## config.mk

```make
export PLATFORM = sky130hd
export DESIGN_NAME = evm_link_adaptation_probe
export DESIGN_NICKNAME = d
export VERILOG_FILES = /design/src/elap_pkg.sv /design/src/elap_queue.sv /design/src/elap_front.sv /design/src/elap_back.sv /design/src/evm_link_adaptation_probe.sv
export SDC_FILE = /design/constraint.sdc
export NUM_CORES = 2
export LEC_CHECK = 0
export ABC_AREA = 1
export BUFFER_PORTS_ARGS = -buffer_cell sky130_fd_sc_hd__buf_2
export CORE_MARGIN = 2
export CORE_UTILIZATION = 45
export CTS_BUF_LIST = sky130_fd_sc_hd__clkbuf_4 sky130_fd_sc_hd__clkbuf_8
export CTS_CLUSTER_SIZE = 24
export DETAILED_ROUTE_END_ITERATION = 10
export GPL_ROUTABILITY_DRIVEN = 1
export GPL_TIMING_DRIVEN = 0
export SLEW_MARGIN = 20
export SYNTH_ARGS = -nofsm -noshare
export SYNTH_HDL_FRONTEND = slang
export SYNTH_HIERARCHICAL = 1
export SYNTH_SLANG_ARGS = --single-unit
```

## constraint.sdc

```tcl
create_clock -name clk -period 8.3 [get_ports clk]
set_clock_uncertainty 0.15 [all_clocks]
set_input_delay 0 -clock clk [delete_from_list [all_inputs] [get_ports clk]]
set_output_delay 0 -clock clk [all_outputs]
set_load 0.01 [all_outputs]
```

## src/elap_pkg.sv

```systemverilog
`default_nettype none
package elap_pkg;

	// Sample format is fixed by the Q2.13 input fields
	localparam int SAMPLE_W = 16;
	localparam int WIN_W    = 16;
	localparam int OUT_W    = 36;

	// Slicer error magnitude width: covers |x| plus the largest reference level
	localparam int ERR_W = ((SAMPLE_W > 14) ? SAMPLE_W : 14) + 1;
	localparam int SQ_W  = 2 * ERR_W;

	// Window queue between front and back
	localparam int QDEPTH = 4;
	localparam int QPTR_W = 2;
	localparam int QLVL_W = 3;

	typedef enum logic [1:0] {
		MODE_BPSK  = 2'd0,
		MODE_QPSK  = 2'd1,
		MODE_QAM16 = 2'd2,
		MODE_QAM64 = 2'd3
	} mode_t;

	typedef enum logic [2:0] {
		REG_MODE   = 3'd0,
		REG_WINDOW = 3'd1,
		REG_WARMUP = 3'd2,
		REG_UPPER  = 3'd3,
		REG_LOWER  = 3'd4
	} reg_idx_t;

	// Decision levels and boundaries, Q2.13
	localparam logic [ERR_W-1:0] D_BPSK    = ERR_W'(8192);
	localparam logic [ERR_W-1:0] D_QPSK    = ERR_W'(5793);
	localparam logic [ERR_W-1:0] D16_1     = ERR_W'(2735);
	localparam logic [ERR_W-1:0] D16_3     = ERR_W'(3 * 2735);
	localparam logic [ERR_W-1:0] B16_1     = ERR_W'(2 * 2735);
	localparam logic [ERR_W-1:0] D64_1     = ERR_W'(1346);
	localparam logic [ERR_W-1:0] D64_3     = ERR_W'(3 * 1346);
	localparam logic [ERR_W-1:0] D64_5     = ERR_W'(5 * 1346);
	localparam logic [ERR_W-1:0] D64_7     = ERR_W'(7 * 1346);
	localparam logic [ERR_W-1:0] B64_1     = ERR_W'(2 * 1346);
	localparam logic [ERR_W-1:0] B64_2     = ERR_W'(4 * 1346);
	localparam logic [ERR_W-1:0] B64_3     = ERR_W'(6 * 1346);

	// Dispersion scale, unsigned Q0.15
	localparam logic [14:0] SCALE_QAM16 = 15'd31035;
	localparam logic [14:0] SCALE_QAM64 = 15'd30779;
	localparam int          SCALE_ROUND = 16384;

	typedef struct packed {
		logic signed [SAMPLE_W-1:0] in_i;
		logic signed [SAMPLE_W-1:0] in_q;
	} sample_t;

	typedef struct packed {
		logic [OUT_W-1:0] avg_dispersion;
		logic             change_valid;
		logic [1:0]       new_index;
	} result_t;

	typedef struct packed {
		mode_t            mode;
		logic [WIN_W-1:0] len;
	} win_ctl_t;

endpackage
`default_nettype wire

```

## src/elap_queue.sv

```systemverilog
`default_nettype none
module elap_queue
	import elap_pkg::*;
#(
	parameter int WIDTH = 74
) (
	input  wire logic              clk,
	input  wire logic              arst_n,
	input  wire logic              push,
	input  wire logic [WIDTH-1:0]  push_data,
	input  wire logic              pop,
	output logic      [WIDTH-1:0]  pop_data,
	output logic      [QLVL_W-1:0] level,
	output logic                   full,
	output logic                   empty
);

	logic [WIDTH-1:0]  mem_q [QDEPTH];
	logic [QPTR_W-1:0] wr_ptr_q;
	logic [QPTR_W-1:0] rd_ptr_q;
	logic [QLVL_W-1:0] level_q;

	assign pop_data = mem_q[rd_ptr_q];
	assign level    = level_q;
	assign full     = (level_q == QLVL_W'(QDEPTH));
	assign empty    = (level_q == '0);

	always_ff @(posedge clk) begin
		if (push) begin
			mem_q[wr_ptr_q] <= push_data;
		end
	end

	always_ff @(posedge clk or negedge arst_n) begin
		if (!arst_n) begin
			wr_ptr_q <= '0;
			rd_ptr_q <= '0;
			level_q  <= '0;
		end else begin
			if (push) begin
				wr_ptr_q <= wr_ptr_q + 1'b1;
			end
			if (pop) begin
				rd_ptr_q <= rd_ptr_q + 1'b1;
			end
			case ({push, pop})
				2'b10:   level_q <= level_q + 1'b1;
				2'b01:   level_q <= level_q - 1'b1;
				default: level_q <= level_q;
			endcase
		end
	end

endmodule
`default_nettype wire

```

## src/elap_front.sv

```systemverilog
`default_nettype none
module elap_front
	import elap_pkg::*;
#(
	parameter int SUM_WIDTH   = 56,
	parameter int COUNT_WIDTH = 16
) (
	input  wire logic                 clk,
	input  wire logic                 arst_n,
	input  wire logic                 in_valid,
	output logic                      in_stall,
	input  wire sample_t              in_data,
	input  wire mode_t                mode,
	input  wire logic [WIN_W-1:0]     window_length,
	input  wire logic [WIN_W-1:0]     warmup_length,
	input  wire logic [QLVL_W-1:0]    q_level,
	output logic                      q_push,
	output logic      [SUM_WIDTH-1:0] q_sum,
	output win_ctl_t                  q_ctl
);

	localparam int CMP_W = (COUNT_WIDTH > WIN_W) ? COUNT_WIDTH : WIN_W;
	localparam int ACC_W = ((SUM_WIDTH > SQ_W + 1) ? SUM_WIDTH : SQ_W + 1) + 1;
	localparam logic [SUM_WIDTH-1:0] SUM_MAX = {SUM_WIDTH{1'b1}};

	function automatic logic [ERR_W-1:0] slice_err(
		input logic signed [SAMPLE_W-1:0] x,
		input mode_t                      md,
		input logic                       q_axis
	);
		logic signed [ERR_W-1:0] xs;
		logic        [ERR_W-1:0] m;
		logic        [ERR_W-1:0] r;
		xs = {{(ERR_W - SAMPLE_W){x[SAMPLE_W-1]}}, x};
		m  = xs[ERR_W-1] ? ERR_W'(-xs) : ERR_W'(xs);
		case (md)
			MODE_BPSK:  r = q_axis ? '0 : D_BPSK;
			MODE_QPSK:  r = D_QPSK;
			MODE_QAM16: r = (m >= B16_1) ? D16_3 : D16_1;
			MODE_QAM64: r = (m >= B64_3) ? D64_7 :
				(m >= B64_2) ? D64_5 : (m >= B64_1) ? D64_3 : D64_1;
			default:    r = D_QPSK;
		endcase
		return (m >= r) ? (m - r) : (r - m);
	endfunction

	logic                   measuring_q;
	logic [COUNT_WIDTH-1:0] count_q;
	logic [SUM_WIDTH-1:0]   sum_q;

	logic                   valid_s1, close_s1;
	sample_t                smp_s1;
	win_ctl_t               ctl_s1;
	logic                   valid_s2, close_s2;
	logic [ERR_W-1:0]       err_i_s2, err_q_s2;
	win_ctl_t               ctl_s2;
	logic                   valid_s3, close_s3;
	logic [SQ_W-1:0]        sq_i_s3, sq_q_s3;
	win_ctl_t               ctl_s3;

	logic                   accept;
	logic [COUNT_WIDTH-1:0] count_inc;
	logic [CMP_W-1:0]       count_cmp;
	logic [WIN_W-1:0]       win_len;
	logic [QLVL_W:0]        pending;
	logic [ACC_W-1:0]       acc_total;
	logic [SUM_WIDTH-1:0]   sum_next;

	// Reserve a queue slot for every window close still in the pipe
	assign pending  = (QLVL_W + 1)'(valid_s1 & close_s1) + (QLVL_W + 1)'(valid_s2 & close_s2)
		+ (QLVL_W + 1)'(valid_s3 & close_s3);
	assign in_stall = ((QLVL_W + 1)'(q_level) + pending) >= (QLVL_W + 1)'(QDEPTH);
	assign accept   = in_valid && !in_stall;

	assign count_inc = count_q + 1'b1;
	assign count_cmp = CMP_W'(count_inc);
	assign win_len   = (window_length == '0) ? WIN_W'(1) : window_length;

	assign acc_total = ACC_W'(sum_q) + ACC_W'(sq_i_s3) + ACC_W'(sq_q_s3);
	assign sum_next  = (acc_total > ACC_W'(SUM_MAX)) ? SUM_MAX : acc_total[SUM_WIDTH-1:0];

	assign q_push = valid_s3 && close_s3;
	assign q_sum  = sum_next;
	assign q_ctl  = ctl_s3;

	always_ff @(posedge clk or negedge arst_n) begin
		if (!arst_n) begin
			measuring_q <= 1'b0;
			count_q     <= '0;
			sum_q       <= '0;
			valid_s1    <= 1'b0;
			valid_s2    <= 1'b0;
			valid_s3    <= 1'b0;
		end else begin
			valid_s1 <= accept && measuring_q;
			if (accept) begin
				if (!measuring_q) begin
					// drop warm-up samples, including the one that ends it
					if (count_cmp >= CMP_W'(warmup_length)) begin
						count_q     <= '0;
						measuring_q <= 1'b1;
					end else begin
						count_q <= count_inc;
					end
				end else begin
					if (count_cmp >= CMP_W'(win_len)) begin
						count_q <= '0;
					end else begin
						count_q <= count_inc;
					end
				end
			end
			valid_s2 <= valid_s1;
			valid_s3 <= valid_s2;
			if (valid_s3) begin
				sum_q <= close_s3 ? '0 : sum_next;
			end
		end
	end

	always_ff @(posedge clk) begin
		close_s1   <= (count_cmp >= CMP_W'(win_len));
		smp_s1     <= in_data;
		ctl_s1     <= '{mode: mode, len: win_len};
		close_s2   <= close_s1;
		err_i_s2   <= slice_err(smp_s1.in_i, ctl_s1.mode, 1'b0);
		err_q_s2   <= slice_err(smp_s1.in_q, ctl_s1.mode, 1'b1);
		ctl_s2     <= ctl_s1;
		close_s3   <= close_s2;
		sq_i_s3    <= SQ_W'(err_i_s2 * err_i_s2);
		sq_q_s3    <= SQ_W'(err_q_s2 * err_q_s2);
		ctl_s3     <= ctl_s2;
	end

endmodule
`default_nettype wire

```

## src/elap_back.sv

```systemverilog
`default_nettype none
module elap_back
	import elap_pkg::*;
#(
	parameter int SUM_WIDTH = 56
) (
	input  wire logic                 clk,
	input  wire logic                 arst_n,
	input  wire logic                 q_empty,
	output logic                      q_pop,
	input  wire logic [SUM_WIDTH-1:0] q_sum,
	input  wire win_ctl_t             q_ctl,
	input  wire logic [OUT_W-1:0]     upper_threshold,
	input  wire logic [OUT_W-1:0]     lower_threshold,
	output logic                      out_valid,
	input  wire logic                 out_stall,
	output result_t                   out_data
);

	localparam int CNT_W   = $clog2(SUM_WIDTH);
	localparam int MEAN_XW = (SUM_WIDTH > 41) ? SUM_WIDTH : 41;
	localparam int PROD_W  = 57;
	localparam int DISP_W  = PROD_W - 15;
	localparam logic [MEAN_XW-1:0] MEAN_CAP = MEAN_XW'(1) << 40;
	localparam logic [OUT_W-1:0]   OUT_MAX  = {OUT_W{1'b1}};

	typedef enum logic [4:0] {
		ST_IDLE  = 5'b00001,
		ST_DIV   = 5'b00010,
		ST_MUL   = 5'b00100,
		ST_SCALE = 5'b01000,
		ST_FIN   = 5'b10000
	} state_t;

	state_t               state_q;
	mode_t                mode_q;
	logic [WIN_W-1:0]     len_q;
	logic [WIN_W-1:0]     rem_q;
	logic [SUM_WIDTH-1:0] quo_q;
	logic [CNT_W-1:0]     cnt_q;
	logic [40:0]          mean_q;
	logic [46:0]          prod_lo_q;
	logic [23:0]          prod_hi_q;
	logic [OUT_W-1:0]     disp_q;
	logic [1:0]           down_hits_q;
	logic [1:0]           up_hits_q;
	logic                 out_valid_q;
	result_t              out_q;

	logic [WIN_W:0]       shifted;
	logic                 fits;
	logic [WIN_W:0]       diff;
	logic [MEAN_XW-1:0]   mean_x;
	logic [40:0]          mean_c;
	logic [14:0]          scale;
	logic [PROD_W-1:0]    scaled;
	logic [DISP_W-1:0]    disp_raw;
	logic                 go_down, go_up, clr_down, clr_up, change;
	logic [1:0]           target;
	logic                 out_free;

	// One quotient bit per cycle, restoring
	assign shifted = {rem_q, quo_q[SUM_WIDTH-1]};
	assign fits    = shifted >= {1'b0, len_q};
	assign diff    = shifted - {1'b0, len_q};

	assign mean_x = MEAN_XW'(quo_q);
	assign mean_c = (mean_x > MEAN_CAP) ? 41'(MEAN_CAP) : mean_x[40:0];
	assign scale  = (mode_q == MODE_QAM16) ? SCALE_QAM16 : SCALE_QAM64;

	assign scaled   = PROD_W'({prod_hi_q, 32'b0}) + PROD_W'(prod_lo_q) + PROD_W'(SCALE_ROUND);
	assign disp_raw = ((mode_q == MODE_QAM16) || (mode_q == MODE_QAM64)) ?
		scaled[PROD_W-1:15] : DISP_W'(mean_q);

	always_comb begin
		go_down  = 1'b0;
		go_up    = 1'b0;
		clr_down = 1'b0;
		clr_up   = 1'b0;
		case (mode_q)
			MODE_QPSK, MODE_QAM16: begin
				if (disp_q > upper_threshold) begin
					go_down = 1'b1;
				end else if (disp_q < lower_threshold) begin
					go_up = 1'b1;
				end else begin
					clr_down = 1'b1;
					clr_up   = 1'b1;
				end
			end
			MODE_QAM64: begin
				if (disp_q > upper_threshold) begin
					go_down = 1'b1;
				end else begin
					clr_down = 1'b1;
				end
			end
			MODE_BPSK: begin
				if (disp_q < lower_threshold) begin
					go_up = 1'b1;
				end else begin
					clr_up = 1'b1;
				end
			end
			default: begin
				clr_down = 1'b0;
			end
		endcase
	end

	// Second hit on one side, with no in-range window between, asks for the step
	assign change   = (go_down && (down_hits_q != '0)) || (go_up && (up_hits_q != '0));
	assign target   = go_down ? (mode_q - 2'd1) : (mode_q + 2'd1);
	assign out_free = !out_valid_q || !out_stall;

	assign q_pop     = (state_q == ST_IDLE) && !q_empty;
	assign out_valid = out_valid_q;
	assign out_data  = out_q;

	always_ff @(posedge clk or negedge arst_n) begin
		if (!arst_n) begin
			state_q     <= ST_IDLE;
			down_hits_q <= '0;
			up_hits_q   <= '0;
			out_valid_q <= 1'b0;
			cnt_q       <= '0;
		end else begin
			if ((state_q == ST_FIN) && out_free) begin
				out_valid_q <= 1'b1;
			end else if (!out_stall) begin
				out_valid_q <= 1'b0;
			end
			case (state_q)
				ST_IDLE: begin
					if (!q_empty) begin
						cnt_q   <= '0;
						state_q <= ST_DIV;
					end
				end
				ST_DIV: begin
					cnt_q <= cnt_q + 1'b1;
					if (cnt_q == CNT_W'(SUM_WIDTH - 1)) begin
						state_q <= ST_MUL;
					end
				end
				ST_MUL: begin
					state_q <= ST_SCALE;
				end
				ST_SCALE: begin
					state_q <= ST_FIN;
				end
				ST_FIN: begin
					if (out_free) begin
						if (clr_down) begin
							down_hits_q <= '0;
						end else if (go_down) begin
							down_hits_q <= (down_hits_q != '0) ? 2'd0 : 2'd1;
						end
						if (clr_up) begin
							up_hits_q <= '0;
						end else if (go_up) begin
							up_hits_q <= (up_hits_q != '0) ? 2'd0 : 2'd1;
						end
						state_q <= ST_IDLE;
					end
				end
				default: begin
					state_q <= ST_IDLE;
				end
			endcase
		end
	end

	always_ff @(posedge clk) begin
		if (q_pop) begin
			quo_q  <= q_sum;
			rem_q  <= '0;
			len_q  <= q_ctl.len;
			mode_q <= q_ctl.mode;
		end
		if (state_q == ST_DIV) begin
			rem_q <= fits ? diff[WIN_W-1:0] : shifted[WIN_W-1:0];
			quo_q <= {quo_q[SUM_WIDTH-2:0], fits};
		end
		if (state_q == ST_MUL) begin
			mean_q    <= mean_c;
			prod_lo_q <= 47'(mean_c[31:0] * scale);
			prod_hi_q <= 24'(mean_c[40:32] * scale);
		end
		if (state_q == ST_SCALE) begin
			disp_q <= (disp_raw > DISP_W'(OUT_MAX)) ? OUT_MAX : disp_raw[OUT_W-1:0];
		end
		if ((state_q == ST_FIN) && out_free) begin
			out_q.avg_dispersion <= disp_q;
			out_q.change_valid   <= change;
			out_q.new_index      <= change ? target : 2'd0;
		end
	end

endmodule
`default_nettype wire

```

## src/evm_link_adaptation_probe.sv

```systemverilog
// Pipeline: a window-closing sample passes front stages s1, s2 and s3 before its sum is
//   pushed into the window queue; the back end then divides, scales and tests it.
// Throughput: one sample per cycle while in_stall is low; the back end takes one window at
//   a time (one quotient bit per cycle), so windows shorter than its time per window fill
//   the 4-entry queue and then hold the input off.
// Reset: arst_n clears warm-up, counters, accumulator, queue and hit counters at once
//   and loads the register reset values; no clearing pass is needed.
`default_nettype none
module evm_link_adaptation_probe
	import elap_pkg::*;
#(
	parameter int SUM_WIDTH   = 56,
	parameter int COUNT_WIDTH = 16
) (
	input  wire logic        clk,
	input  wire logic        arst_n,
	input  wire logic        psel,
	input  wire logic        penable,
	input  wire logic        pwrite,
	input  wire logic [5:0]  paddr,
	input  wire logic [63:0] pwdata,
	output logic      [63:0] prdata,
	output logic             pready,
	input  wire logic        in_valid,
	output logic             in_stall,
	input  wire sample_t     in_data,
	output logic             out_valid,
	input  wire logic        out_stall,
	output result_t          out_data
);

	localparam int Q_WIDTH = SUM_WIDTH + $bits(win_ctl_t);

	// Configuration registers, one per 8-byte slot
	mode_t            mode_q;
	logic [WIN_W-1:0] window_length_q;
	logic [WIN_W-1:0] warmup_length_q;
	logic [OUT_W-1:0] upper_threshold_q;
	logic [OUT_W-1:0] lower_threshold_q;

	logic             cfg_write;
	reg_idx_t         cfg_idx;

	logic                 q_push, q_pop, q_full, q_empty;
	logic [SUM_WIDTH-1:0] q_push_sum;
	win_ctl_t             q_push_ctl;
	logic [Q_WIDTH-1:0]   q_pop_data;
	logic [QLVL_W-1:0]    q_level;

	assign pready    = 1'b1;
	assign cfg_write = psel && penable && pwrite;
	assign cfg_idx   = reg_idx_t'(paddr[5:3]);

	always_ff @(posedge clk or negedge arst_n) begin
		if (!arst_n) begin
			mode_q            <= MODE_QPSK;
			window_length_q   <= WIN_W'(1024);
			warmup_length_q   <= WIN_W'(1024);
			upper_threshold_q <= {OUT_W{1'b1}};
			lower_threshold_q <= '0;
		end else if (cfg_write) begin
			case (cfg_idx)
				REG_MODE:   mode_q            <= mode_t'(pwdata[1:0]);
				REG_WINDOW: window_length_q   <= pwdata[WIN_W-1:0];
				REG_WARMUP: warmup_length_q   <= pwdata[WIN_W-1:0];
				REG_UPPER:  upper_threshold_q <= pwdata[OUT_W-1:0];
				REG_LOWER:  lower_threshold_q <= pwdata[OUT_W-1:0];
				default:    mode_q            <= mode_q;
			endcase
		end
	end

	// Read back; slots past the list read as zero
	always_comb begin
		case (cfg_idx)
			REG_MODE:   prdata = 64'(mode_q);
			REG_WINDOW: prdata = 64'(window_length_q);
			REG_WARMUP: prdata = 64'(warmup_length_q);
			REG_UPPER:  prdata = 64'(upper_threshold_q);
			REG_LOWER:  prdata = 64'(lower_threshold_q);
			default:    prdata = '0;
		endcase
	end

	// Front: warm-up, slicing, squared error, accumulation, window close
	elap_front #(
		.SUM_WIDTH  (SUM_WIDTH),
		.COUNT_WIDTH(COUNT_WIDTH)
	) u_front (
		.clk          (clk),
		.arst_n       (arst_n),
		.in_valid     (in_valid),
		.in_stall     (in_stall),
		.in_data      (in_data),
		.mode         (mode_q),
		.window_length(window_length_q),
		.warmup_length(warmup_length_q),
		.q_level      (q_level),
		.q_push       (q_push),
		.q_sum        (q_push_sum),
		.q_ctl        (q_push_ctl)
	);

	// Closed windows wait here while the divider is busy
	elap_queue #(
		.WIDTH(Q_WIDTH)
	) u_queue (
		.clk      (clk),
		.arst_n   (arst_n),
		.push     (q_push),
		.push_data({q_push_sum, q_push_ctl}),
		.pop      (q_pop),
		.pop_data (q_pop_data),
		.level    (q_level),
		.full     (q_full),
		.empty    (q_empty)
	);

	// Back: mean by serial division, scaling, thresholds and hit counting
	elap_back #(
		.SUM_WIDTH(SUM_WIDTH)
	) u_back (
		.clk            (clk),
		.arst_n         (arst_n),
		.q_empty        (q_empty),
		.q_pop          (q_pop),
		.q_sum          (q_pop_data[Q_WIDTH-1 -: SUM_WIDTH]),
		.q_ctl          (win_ctl_t'(q_pop_data[$bits(win_ctl_t)-1:0])),
		.upper_threshold(upper_threshold_q),
		.lower_threshold(lower_threshold_q),
		.out_valid      (out_valid),
		.out_stall      (out_stall),
		.out_data       (out_data)
	);

	// A window close must always find room: the front reserves slots ahead
	a_no_overflow: assert property (@(posedge clk) disable iff (!arst_n)
		q_push |-> !q_full)
		else $error("window queue written while full");

	a_no_underflow: assert property (@(posedge clk) disable iff (!arst_n)
		q_pop |-> !q_empty)
		else $error("window queue read while empty");

	a_push_lands: assert property (@(posedge clk) disable iff (!arst_n)
		q_push |=> !q_empty)
		else $error("pushed window lost");

	a_idle_index: assert property (@(posedge clk) disable iff (!arst_n)
		(out_valid && !out_data.change_valid) |-> (out_data.new_index == 2'd0))
		else $error("index requested without a change");

endmodule
`default_nettype wire
```

### Word level (Yosys, flattened, before mapping)

Memories as Yosys holds them, arrays and structs flattened.
Cells that the tools add are included.

* memories kept: 1
* latch bits: 0
* bits in read-only memories: 0
* bits of input ports: 109
* logic and storage cells: 214
* output and inout port bits: 106
* bits in registers: 673
* bits in writable memories: 296

* magnitude comparators: 19
* reductions and logical operators: 39
* shift operators: 0
* muxes and demuxes: 59
* bitwise operators: 3
* equal/unequal tests: 22
* divide/modulo/power cells: 0
* multipliers: 4
* add/subtract/negate cells: 22

Memory list
* u_queue.mem_q: depth 4, bits a word 74, read ports 1, clocked after Yosys merged registers in 0, wr ports 1, line elap_queue.sv:18 `logic [WIDTH-1:0] mem_q [QDEPTH];`

Operators with widths (number)
* 56-bit 2-to-1 mux: 4
* 36-bit case mux with 5 select lines: 1
* 17-bit 2-to-1 mux: 8
* 17-bit case mux with 4 select lines: 2
* 16-bit 2-to-1 mux: 7
* 17-bit by 13-bit >= comparator with 1-bit output (second input constant): 6
* 17-bit by 17-bit multiplier with 34-bit output: 2
* 17-bit subtractor: 4
* 56-bit by 34-bit adder with 57-bit output: 1
* 56-bit by 47-bit adder with 57-bit output: 1
* 57-bit by 15-bit adder with 57-bit output (second input constant): 1
* 57-bit by 34-bit adder with 57-bit output: 1
* 57-bit by 56-bit greater-than comparator with 1-bit output (second input constant): 1
* 56-bit by 41-bit greater-than comparator with 1-bit output (second input constant): 1
* 32-bit by 15-bit multiplier with 47-bit output: 1
* 42-bit by 36-bit greater-than comparator with 1-bit output (second input constant): 1
* 42-bit 2-to-1 mux: 1
* 41-bit 2-to-1 mux: 1
* 36-bit greater-than comparator: 1
* 36-bit less-than comparator: 1
* 17-bit by 12-bit >= comparator with 1-bit output (second input constant): 2
* 17-bit >= comparator: 2
* 16-bit negation with 17-bit output: 2
* 16-bit >= comparator: 2
* 48 further kinds: 114

### Depth between registers and ports, before layout

* word-level depth: 9
* gate-level depth with buffers: 38
* gate-level depth less buffers: 38

### By module

Netlist, hierarchy kept.

By module, submodules not included
* elap_front: seq. area each 5685.5 sq um, times used 1, cells an instance 4189, area each 32720.1 sq um
* elap_back: seq. area each 8219.1 sq um, times used 1, cells an instance 2998, area each 26680.6 sq um
* elap_queue: seq. area each 9063.7 sq um, times used 1, cells an instance 912, area each 12627.1 sq um
* evm_link_adaptation_probe: seq. area each 2701.3 sq um, times used 1, cells an instance 622, area each 5131.2 sq um

### Worst setup path before layout

Ideal clock, no wire load.

* path kind: reg2reg
* start point: reg u_back.quo_q[43] (netlist: u_back/mean_x[43])
* end point: reg u_back.prod_lo_q[32], data pin
* library setup time: 0.252 ns
* clock period less this slack: 7.251 ns
* buffers on the path: 2
* setup slack: 1.049 ns
* required time: 7.898 ns
* arrival time: 6.849 ns
* cell stages (with the launch flop): 35
* cells stage by stage: edfxtp_1 nor2_1 inv_1 nor3_1 nand4_1 nand2_2 inv_1 buf_2 buf_2 nor2_1 inv_1 fa_1 inv_1 ha_1 xnor2_1 inv_1 fa_1 inv_1 fa_1 inv_1 fa_1 inv_1 fa_1 inv_1 ha_1 nand2_1 nor2_1 inv_1 nor2_1 and3_1 a21oi_1 o21ai_0 nand3_1 nand3_1 nand2_1

* longest elaborated chain between the ends: 3

RTL lines
* from (decl): line elap_back.sv:39 `logic [SUM_WIDTH-1:0] quo_q;`
* from (signal assigned): line elap_back.sv:176 `quo_q <= q_sum;`
* from (signal assigned): line elap_back.sv:183 `quo_q <= {quo_q[SUM_WIDTH-2:0], fits};`
* 56-bit by 41-bit greater-than comparator with 1-bit output: line elap_back.sv:68 `assign mean_c = (mean_x > MEAN_CAP) ? 41'(MEAN_CAP) : mean_x[40:0];`
* 41-bit 2-to-1 mux: line elap_back.sv:68
* net u_back.mean_c[5]: line elap_back.sv:54 `logic [40:0] mean_c;`
* 32-bit by 15-bit multiplier with 47-bit output: line elap_back.sv:187 `prod_lo_q <= 47'(mean_c[31:0] * scale);`
* to (signal assigned): line elap_back.sv:187
* to (decl): line elap_back.sv:42 `logic [46:0] prod_lo_q;`

The timed path passes the listed nets, and every way through them passes these cells.
A chain may end at the register's enable or synchronous reset.

### Worst setup path after layout

* start point: reg u_back.quo_q[30] (netlist: u_back/mean_x[30])
* end point: reg u_back.prod_lo_q[32], data pin

The elaborated chain is that of the path after synthesis.

==> impl_metrics.csv <==
group,metric,value,unit
placement,hpwl,168000,um
drt,viasPerCell,5.08,
worst_setup_path,startpoint_type,"flop",
sta,slew_violations,0,
yosys,avgSynthCellArea,8.85,um2
worst_setup_path,r2r_start,"u_back/mean_x[30]$_DFFE_PP_",
drt,via_count,59165,
grt,grt_pass1_wl,336000,um
clock_network,h-tree-depth,4,
sta,whs,65.8,ps
worst_setup_path,cp.buffers_inverters,7,
clock_network,root_buffer,"clkbuf_8",
clock_network,cts_tree,"done",
clock_network,worst_skew_pair.late_latency,910,ps
grt,grt_pass1_vias,61348,
worst_setup_path,worstSetupEndpointType,"flop",
drt,drt_iter0_drc,3676,
floorplanning,coreArea,0.170,mm2
clock_network,numCtsBuffers,166,
grt,antenna_found_initial,3,
sta,worst_pin_slew,1160,ps
hold_path,hold_path_class,"primary input to async pin",
worst_setup_path,cp_common_cell,"fa_1",
clock_network,cts_buffer_depth,3,
floorplanning,die_width,418,um
floorplanning,dieArea,0.175,mm2
grt,grt_max_degree,84,
floorplanning,row_count,151,
layout,syn2layout_area_growth,13.0,%
placement,io_buffers,152,
worst_setup_path,path_max_fanout,10,
layout,final_cell_mix,"inv_1 (1,890), nand2_1 (1,863), ha_1 (667)",
worst_setup_path,crit_required,8780,ps
floorplanning,ioPinCount,215,
drt,drc,0,
grt,grt_use_total,24.6,%
sta,finalCritPeriodShare,96.1,%
drt,antenna_left,0,
worst_setup_path,critPathMaxStageDelay,540,ps
sta,max_freq,0.125,GHz
sta,slew_headroom,22.3,%
worst_setup_path,crit_start,"u_back/mean_x[30]$_DFFE_PP_",
placement,routabilityCongestion,0.953,
outcome,status,"finished, final reports clean",
yosys,yosys_warnings,6,
drt,routed_wirelength,212000,um
worst_setup_path,arrival,8460,ps
yosys,syn_area,0.0772,mm2
floorplanning,dieHeight,418,um
sta,setup-violations-final,0,
drt,wire_per_inst,18.2,um
drt,dr.pass1.iters,6,
grt,grt_overflow,0,
sta,period_minus_slack,7980,ps
worst_setup_path,cp_slowest_cell,"fa_1",
layout,drive_above_1_share,9.59,%
floorplanning,start_util,45.4,%
worst_setup_path,crit_type,"flop to flop",
layout,fin_nets,10712,
clock_network,cts_sinks,950,
flow_run,cap_viol_max_count,0,
clock_network,clkTransAtPathRegs,90,ps
sta,rsz0062_at_grt,"true",
sta,finalHoldViolCount,0,
layout,final_common_cell,"inv_1",
worst_setup_path,crit_family,"adder cells",
yosys,syn_inst,8720,
area by class of cell:
type,instances,area (um2)
inverter,1923,7240
buffer,279,1570
multi-input combinational,5595,43000
antenna,5,12.5
clock inverter,61,712
clock buffer,248,3110
fill,15840,82700
tap,2218,2780
timing repair buffer,364,3040
sequential,950,25700
worst min-delay path, stage by stage:
cell	delay [ps]
dlygate4sd3_1	520
dlygate4sd3_1	580
buf_8	120
buf_16	260
stage by stage:
stage,utilization (%),std cells,setup TNS [ps],setup WS (ps),instance area [um2]
after floorplan,-,8747,0,1050,77300
after global placement,47.6,11117,-20720,-1170,80800
after detailed placement,47.8,11135,-21270,-1240,81200
after CTS,51.2,11621,0,14.4,86900
after global routing,51.3,11643,-269,-85.2,87200
final,51.3,11643,0,320,87200
final timing paths:
check / to / slack, ps / depth (start not counted)
worst max-delay path: u_back/prod_lo_q[32]$_DFFE_PN_ / 320 / 30
worst max register to register: u_back/prod_lo_q[32]$_DFFE_PN_ / 320 / 30
max in group asynchronous: upper_threshold_q[24]$_DFFE_PN1P_ / 6770 / 6
worst min-delay path: u_queue/wr_ptr_q[1]$_DFFE_PN0P_ / 70 / 4
min in group clk: u_front/smp_s1[9]$_DFF_P_ / 120 / 3
worst min register to register: u_front/q_ctl[13]$_DFF_P_ / 170 / 0
state kept, by name, indices dropped and copies added, names as in the netlist, 36 cells and up:
name / cells
lower_threshold_q: 36
upper_threshold_q: 36
u_queue/mem_q: 296
u_back/mean_x: 56
u_back/disp_q: 36
u_back/mean_q: 41
u_back/out_data: 39
u_front/sum_q: 56
metal layers:
metal / vias to the layer above / wire length, um / GRT usage (%)
li1: 28640 / - / -
met1: 28568 / 90800 / 31.2
met2: 1568 / 103000 / 42.6
met3: 387 / 9870 / 3.12
met4: 2 / 8530 / 9.48
met5: - / 197 / 0
timing repair:
item	CTS	global route
hold endpoints to repair	342	0
gates resized for setup	27	28
setup buffers	2	17
setup endpoints to repair	31	21
hold buffers	175	0
pin swaps	1	9
Power is not shown: default switching activity piles up to over one toggle a cycle in this logic, so the estimate is an artifact.
